==> src/rtl/sbpr_pkg.sv <==
package sbpr_pkg;

    localparam int MAX_PADS     = 2;
    localparam int NUM_PADS     = 2;
    localparam int PINS_PER_PAD = 6;
    localparam int WORD_W       = 13;
    localparam int SKIP_W       = 2;

    localparam logic [SKIP_W-1:0] SKIP_NONE  = 2'd0;
    localparam logic [SKIP_W-1:0] SKIP_START = 2'd2;

    // pin positions
    localparam int PIN_D0 = 0;
    localparam int PIN_D1 = 1;
    localparam int PIN_D2 = 2;
    localparam int PIN_D3 = 3;
    localparam int PIN_TL = 4;
    localparam int PIN_TR = 5;

    // button word positions
    localparam int BTN_UP    = 0;
    localparam int BTN_DOWN  = 1;
    localparam int BTN_LEFT  = 2;
    localparam int BTN_RIGHT = 3;
    localparam int BTN_A     = 4;
    localparam int BTN_B     = 5;
    localparam int BTN_C     = 6;
    localparam int BTN_X     = 7;
    localparam int BTN_Y     = 8;
    localparam int BTN_Z     = 9;
    localparam int BTN_START = 10;
    localparam int BTN_MODE  = 11;
    localparam int BTN_HOME  = 12;

    typedef logic [PINS_PER_PAD-1:0] pins_t;
    typedef logic [WORD_W-1:0]       word_t;

    typedef struct packed {
        pins_t pad0_pins;
        pins_t pad1_pins;
    } in_item_t;

    typedef struct packed {
        logic  select_level;
        word_t pad0_buttons;
        logic  pad0_changed;
        word_t pad1_buttons;
        logic  pad1_changed;
    } out_item_t;

    typedef struct packed {
        logic              connected;
        logic              six_mode;
        logic [SKIP_W-1:0] skip;
        word_t             word;
    } pad_state_t;

    // one poll of one pad, sel is the select level driven for this poll
    function automatic pad_state_t decode_pad(input pad_state_t cur, input pins_t pins,
                                              input logic sel);
        pad_state_t nxt;
        pins_t      pr;
        begin
            nxt = cur;
            pr  = ~pins;
            if (cur.skip != SKIP_NONE) begin
                if (cur.skip == SKIP_START) begin
                    nxt.word[BTN_HOME] = pr[PIN_D0];
                end
                nxt.skip = cur.skip - 1'b1;
            end else if (sel) begin
                if (cur.connected) begin
                    if (cur.six_mode) begin
                        nxt.word[BTN_Z]    = pr[PIN_D0];
                        nxt.word[BTN_Y]    = pr[PIN_D1];
                        nxt.word[BTN_X]    = pr[PIN_D2];
                        nxt.word[BTN_MODE] = pr[PIN_D3];
                        nxt.six_mode       = 1'b0;
                        nxt.skip           = SKIP_START;
                    end else begin
                        nxt.word[BTN_UP]    = pr[PIN_D0];
                        nxt.word[BTN_DOWN]  = pr[PIN_D1];
                        nxt.word[BTN_LEFT]  = pr[PIN_D2];
                        nxt.word[BTN_RIGHT] = pr[PIN_D3];
                        nxt.word[BTN_B]     = pr[PIN_TL];
                        nxt.word[BTN_C]     = pr[PIN_TR];
                    end
                end else begin
                    // two-fire fallback
                    nxt.word            = '0;
                    nxt.word[BTN_UP]    = pr[PIN_D0];
                    nxt.word[BTN_DOWN]  = pr[PIN_D1];
                    nxt.word[BTN_LEFT]  = pr[PIN_D2];
                    nxt.word[BTN_RIGHT] = pr[PIN_D3];
                    nxt.word[BTN_A]     = pr[PIN_TL];
                    nxt.word[BTN_B]     = pr[PIN_TR];
                end
            end else begin
                nxt.connected = pr[PIN_D2] & pr[PIN_D3];
                nxt.six_mode  = pr[PIN_D0] & pr[PIN_D1];
                if (nxt.connected && !nxt.six_mode) begin
                    nxt.word[BTN_A]     = pr[PIN_TL];
                    nxt.word[BTN_START] = pr[PIN_TR];
                end
            end
            return nxt;
        end
    endfunction

endpackage

==> src/rtl/six_button_pad_reader.sv <==
// channel   ports                       payload      request
// input     s_valid s_ready s_data      in_item_t    one poll: pin levels of both pads
// result    m_valid m_ready m_data      out_item_t   select level, button words, changes
//
// one request accepted per cycle while the result is not stalled, its result appears in the next cycle
// pad state and the result register are updated at the accepting edge
// a stalled result holds the next request off only while it waits
// synchronous active-low reset: select high, pads unconnected, words clear
module six_button_pad_reader
    import sbpr_pkg::*;
(
    input  logic      aclk,
    input  logic      aresetn,
    input  logic      s_valid,
    output logic      s_ready,
    input  in_item_t  s_data,
    output logic      m_valid,
    input  logic      m_ready,
    output out_item_t m_data
);

    logic       select_reg;
    logic       select_next;
    logic       m_valid_reg;
    logic       m_valid_next;
    out_item_t  m_data_reg;
    out_item_t  m_data_next;
    logic       accept;

    pins_t      pins     [MAX_PADS];
    word_t      word_out [MAX_PADS];
    logic       chg_out  [MAX_PADS];

    assign s_ready     = !m_valid_reg || m_ready;
    assign accept      = s_valid && s_ready;
    assign select_next = accept ? ~select_reg : select_reg;
    assign pins[0]     = s_data.pad0_pins;
    assign pins[1]     = s_data.pad1_pins;

    for (genvar p = 0; p < MAX_PADS; p++) begin : g_pad
        if (p < NUM_PADS) begin : g_live
            pad_state_t pad_reg;
            pad_state_t pad_next;
            pad_state_t pad_poll;

            assign pad_poll    = decode_pad(pad_reg, pins[p], ~select_reg);
            assign pad_next    = accept ? pad_poll : pad_reg;
            assign word_out[p] = pad_poll.word;
            assign chg_out[p]  = pad_poll.word != pad_reg.word;

            always_ff @(posedge aclk) begin
                if (!aresetn) begin
                    pad_reg <= '0;
                end else begin
                    pad_reg <= pad_next;
                end
            end
        end else begin : g_absent
            assign word_out[p] = '0;
            assign chg_out[p]  = 1'b0;
        end
    end

    always_comb begin
        m_data_next              = m_data_reg;
        m_valid_next             = m_valid_reg && !m_ready;
        if (accept) begin
            m_valid_next              = 1'b1;
            m_data_next.select_level  = ~select_reg;
            m_data_next.pad0_buttons  = word_out[0];
            m_data_next.pad0_changed  = chg_out[0];
            m_data_next.pad1_buttons  = word_out[1];
            m_data_next.pad1_changed  = chg_out[1];
        end
    end

    always_ff @(posedge aclk) begin
        if (!aresetn) begin
            select_reg  <= 1'b1;
            m_valid_reg <= 1'b0;
        end else begin
            select_reg  <= select_next;
            m_valid_reg <= m_valid_next;
        end
    end

    always_ff @(posedge aclk) begin
        m_data_reg <= m_data_next;
    end

    assign m_valid = m_valid_reg;
    assign m_data  = m_data_reg;

endmodule

==> config.mk <==
export PLATFORM = sky130hd
export DESIGN_NAME = six_button_pad_reader
export DESIGN_NICKNAME = d
export VERILOG_FILES = /design/src/rtl/sbpr_pkg.sv /design/src/rtl/six_button_pad_reader.sv
export SDC_FILE = /design/constraint.sdc
export NUM_CORES = 1
export LEC_CHECK = 0
export BUFFER_PORTS_ARGS = -buffer_cell sky130_fd_sc_hd__buf_2
export CORE_MARGIN = 10
export CORE_UTILIZATION = 45
export CTS_BUF_LIST = sky130_fd_sc_hd__clkbuf_4
export DETAILED_ROUTE_END_ITERATION = 8
export GPL_TIMING_DRIVEN = 0
export PLACE_DENSITY = 0.68
export REMOVE_ABC_BUFFERS = 1
export SLEW_MARGIN = 20
export SYNTH_ARGS = -nofsm -noshare
export SYNTH_HDL_FRONTEND = slang
export SYNTH_SLANG_ARGS = --single-unit
==> constraint.sdc <==
create_clock -name aclk -period 2 [get_ports aclk]
set_input_delay 0.3 -clock aclk [delete_from_list [all_inputs] [get_ports aclk]]
set_output_delay 0.3 -clock aclk [all_outputs]
set_load 0.01 [all_outputs]
# Word-level counts from Yosys, hierarchy flattened
# Cells that the tools add are included.
[word_totals] reg_bits=65 inputBits=16 output_inout_bits=31 wordCells=102
[classes] add_sub_neg=2 eq_ne=6 muxes=47 bitwise_logic=9 n_reduce_logical=23
[op_table] op="two-way mux 4 bit" n=8
[op_table] op="!= test 13 bit" n=2
[op_table] op="two-way mux 12 bit" n=2
[op_table] op="two-way mux 1 bit" n=23
[op_table] op="two-way mux 5 bit" n=4
[op_table] op="two-way mux 3 bit" n=6
[op_table] op="nonzero test 2 bit" n=8
[op_table] op="inverter 6 bit" n=2
[op_table] op="AND reduction 3 bit" n=4
[op_table] op="two-way mux 2 bit" n=4
[op_table] op="AND reduction 4 bit" n=2
[op_table] op="AND 1 bit" n=4
[op_table] op="equality test 2 bit (second input constant)" n=2
[op_table] op="logical AND 1 bit" n=4
[op_table] op="logical NOT 1 bit" n=4
[op_table] op="!= test 2 x 1 -> 1 bit (second input constant)" n=2
[op_table] op="subtractor 2 x 1 -> 2 bit (second input constant)" n=2
[op_table] op="inverter 1 bit" n=3
[op_table] op="logical OR 1 bit" n=1

# Depth between registers and ports, before layout
[logic_depth] ltp_word=8 ltp_mapped=8 ltp_nobuf=6

# Worst setup path after synthesis
# OpenSTA, ideal clock, no wires.
[synth_path] path_kind="flip-flop to flip-flop" from="register m_valid_reg, in the netlist m_valid" to="register g_pad[0].g_live.pad_reg[6] (netlist name)" arrival_time_ps=2115 required_ps=1943 path_slack_ps=-172 path_stages_with_launch=7 n_path_buf=1 synth_period_minus_slack_ps=2172 cell_sequence="dfxtp_1 -> nand2b_1 -> nand2_1 -> inv_1 -> clkbuf_1 -> o21ai_0 -> o21ba_2"
[synth_via] elab_chain_cells=3
[synth_rtl] element="start: declaration" line="six_button_pad_reader.sv:24" rtl="logic m_valid_reg;"
[synth_rtl] element="start signal: assignment" line="six_button_pad_reader.sv:83" rtl="m_valid_reg <= m_valid_next;"
[synth_rtl] element="logical NOT 1 bit" line="six_button_pad_reader.sv:34" rtl="assign s_ready = !m_valid_reg || m_ready;"
[synth_rtl] element="logical OR 1 bit" line="six_button_pad_reader.sv:34"
[synth_rtl] element="named net s_ready" line="six_button_pad_reader.sv:15" rtl="output logic s_ready,"
[synth_rtl] element="logical AND 1 bit" line="six_button_pad_reader.sv:35" rtl="assign accept = s_valid && s_ready;"
[synth_rtl] element="named net accept" line="six_button_pad_reader.sv:28" rtl="logic accept;"
[synth_rtl] element="end signal: assignment" line="six_button_pad_reader.sv:55" rtl="pad_reg <= pad_next;"
[synth_rtl] element="end: declaration" line="six_button_pad_reader.sv:42" rtl="pad_state_t pad_reg;"
# The timed path passes the listed nets, and every way through them passes these cells.
# A chain may end at the register's enable or synchronous reset.

==> impl_metrics.py <==
metrics = {
    "yosys": {
        "synth_edf_count": 29,
        "synth_flop_cell": "dfxtp_1",
        "synth-seq-area-share_pct": 47.5,
        "synth_area_sq_um": 3350,
        "ys_warn_count": 0,
        "syn_inst": 365,
        "async_flop_share_pct": 0,
        "ys_ff_latch": 65,
        "synth.avg_cell_area_sq_um": 9.18,
        "ys_types": 57,
    },
    "worst_hold_path": {
        "min_from": "aresetn",
        "hold_class": "in2reg",
    },
    "floorplan": {
        "core_area_sq_um": 7250,
        "die_h_microns": 106,
        "initial_core_util_pct": 46.2,
        "die_w_microns": 106,
        "rows": 31,
        "ioPinCount": 47,
        "dieArea_sq_um": 11300,
    },
    "routing": {
        "wire_per_inst_microns": 15.1,
        "wl_mm": 7.61,
        "drcViolationCount": 0,
        "drtIter0Drc": 110,
        "antenna_left": 0,
        "via_count": 2775,
        "viasPerCell": 5.51,
        "first_pass_iters": 5,
    },
    "cells_and_area": {
        "area_delta_synth_final_pct": 13.3,
        "final_nets": 416,
        "final_cell_mix": "nor2_1 (46), buf_2 (46), dfxtp_1 (31)",
        "stdcell_count": 504,
        "drive_gt1_share_pct": 23.2,
        "antenna_cells": 0,
        "final_area_sq_um": 3790,
        "largest_reg_flops": 34,
    },
    "worst_setup_path": {
        "path_class": "reg2reg",
        "path_max_fanout": 10,
        "reg2reg_depth": 5,
        "rr_startpoint": "g_pad[0].g_live.pad_reg[14]$_SDFFE_PN0P_",
        "cp-startpoint": "g_pad[0].g_live.pad_reg[14]$_SDFFE_PN0P_",
        "start_kind": "flip-flop",
        "worstSetupEndpoint": "m_data[14]$_DFFE_PP_",
        "crit_path_top_delay_cell": "or3_4",
        "r2r_slack_ns": 0.14,
        "cp_data_arrival_time_ns": 2.08,
        "worstPathCellList": "or3_4 > buf_4 > a211o_1 > or2_1 > o211ai_1",
        "critical_path_required_ns": 2.22,
        "end_kind": "flip-flop",
        "slowest_delay_ns": 0.47,
        "r2r-end": "m_data[14]$_DFFE_PP_",
    },
    "pwr": {
        "p_leak_uw": 0.00142,
        "p_int_uw": 2060,
        "p_switching_uw": 835,
        "seqPwrFrac_pct": 55.0,
        "combPwrFrac_pct": 19.7,
        "power_density_nw_per_um2": 762,
        "clock_power_share_pct": 25.3,
        "peakVddDrop_mv": 0.334,
        "netSwitchingFraction_pct": 28.9,
    },
    "clock_tree": {
        "clkTransAtPathRegs_ns": 0.10,
        "clock-sinks": 65,
        "cts_buffers": 9,
        "root_buffer": "clkbuf_4",
        "cts_tree": "built",
        "holdBufCountCts": 0,
        "clockBufferDepth": 2,
        "htreeDepth": 3,
        "clock_latency_ns": 0.39,
    },
    "global_routing": {
        "antenna_found_initial": 0,
        "grt_pass1_wl_mm": 12.7,
        "grt_max_degree": 40,
        "gr-total-overflow": 0,
        "grt_pass1_vias": 2589,
        "track_usage_pct": 13.6,
    },
    "placed_design": {
        "place_hpwl_mm": 5.07,
        "place_inst": 481,
        "gp_congestion": 0.868,
        "io_buffers": 46,
        "placed_area_sq_um": 3580,
    },
    "run_status": {
        "status": "finished clean",
    },
    "timing": {
        "worstMarginPinSlew_ns": 1.06,
        "clock.fmax_ghz": 0.539,
        "fin_skew_ns": 0.0190,
        "hold_viol": 0,
        "min_period_ns": 1.86,
        "rsz0062_at_grt": "no",
        "period_share_pct": 92.8,
        "slew_viol_final": 0,
        "relSlewSlack_pct": 29.4,
        "setup_violations": 0,
    },
    "flow_run": {
        "maxCapViolCount": 0,
    },
}
[what timing repair did]
| item | in CTS | in global routing |
|---|---|---|
| setup endpoints to repair | 16 | 10 |
| buffers inserted | 4 | 3 |
| pin swaps | 0 | 1 |
| resized for setup | 9 | 5 |
[routing by layer]
layer	up-vias	track usage [%]	routed length (microns)
met2	78	20.3	3310
met3	11	3.56	559
met1	1273	18.4	3620
met4	0	5.32	132
li1	1413	-	-
met5	-	0	0
[synth_stat cells, types with 2 or more instances]
cell	count	share of area, %
inv_1	16	1.8
clkbuf_1	13	1.5
or4b_2	3	0.90
o41ai_1	2	0.52
or3_1	3	0.56
nand2b_1	9	1.7
a21boi_0	2	0.45
o21ba_2	4	1.2
nor2_1	46	5.2
xnor2_1	4	1.0
o211ai_1	2	0.45
a22o_1	10	2.6
a221oi_1	2	0.52
dfxtp_1	36	22
o22ai_1	9	1.7
buf_1	2	0.22
xor2_1	3	0.78
a21oi_1	29	4.3
a211oi_1	19	4.3
a211o_1	5	1.3
and3_1	3	0.56
edfxtp_1	29	26
nand3_1	9	1.3
buf_6	2	0.67
nor4_1	3	0.56
mux2_2	2	0.67
o21bai_1	2	0.45
o21ai_0	16	2.4
mux2i_1	5	1.5
or2_2	3	0.56
buf_2	13	1.9
nand2_1	28	3.1
o31ai_1	3	0.67
a31oi_1	2	0.37
nor3_1	4	0.60
[power by group through the flow]
| stage | clock network, uW | registers (uW) | logic (uW) |
|---|---|---|---|
| 2_1_floorplan | 0 | 1640 | 319 |
| 3_3_place_gp | 0 | 1620 | 514 |
| 3_5_place_dp | 0 | 1620 | 530 |
| 4_1_cts | 751 | 1590 | 558 |
| 5_1_grt | 819 | 1610 | 638 |
| 6_report | 731 | 1590 | 569 |
[layout make-up]
cell class	instances	area, sq um
inverter	16	62.6
timing repair buffer	54	315
clock inverter	3	11.3
tap	99	124
sequential	65	1610
multi-input combinational	254	1580
fill	697	3460
clock buffer	13	97.6
[worst min-delay path by stage]
stage	endpoint	slack [ns]	cells after the start
finish	select_reg$_SDFFE_PN1P_	0.15	2
global placement	g_pad[1].g_live.pad_reg[1]$_SDFFE_PN0P_	0.47	2
global route	select_reg$_SDFFE_PN1P_	0.12	2
floorplan	select_reg$_SDFFE_PN1P_	0.36	1
detailed placement	g_pad[1].g_live.pad_reg[1]$_SDFFE_PN0P_	0.48	2
CTS	select_reg$_SDFFE_PN1P_	0.14	2
[logic make-up (layout without fill, tap and decap cells)]
| logic type | count (synthesis) | in the layout | share of synthesized area, % |
|---|---|---|---|
| compound gates | 121 | 121 | 25.6 |
| simple gates | 119 | 119 | 16.8 |
| flops | 65 | 65 | 47.5 |
| buf+inv | 46 | 86 | 6.09 |
| xor+xnor | 7 | 7 | 1.83 |
| mux | 7 | 7 | 2.17 |
[worst max-delay path, delay by kind of cell (launching register included)]
family	cells	cell delay, ns
AOI/OAI and AO/OA	2	0.43
buffers and inverters	1	0.16
DFF	1	0.42
and+or+nand+nor	2	0.69
[per-stage QoR]
step | hold WS (ns) | setup slack (ns) | utilization [%] | TNS, ns | total power (uW)
after global placement | 0.471 | -1.56 | 49.1 | -54.59 | 2130
after global routing | 0.122 | 0.00918 | 52.3 | 0 | 3060
final | 0.146 | 0.143 | 52.3 | 0 | 2890
after detailed placement | 0.476 | -0.367 | 49.4 | -4.26 | 2150
after floorplan | 0.362 | -0.670 | - | -17.02 | 1960
after CTS | 0.135 | 0.0420 | 51.8 | 0 | 2900
No activity file was read; power rests on OpenSTA's default activity.
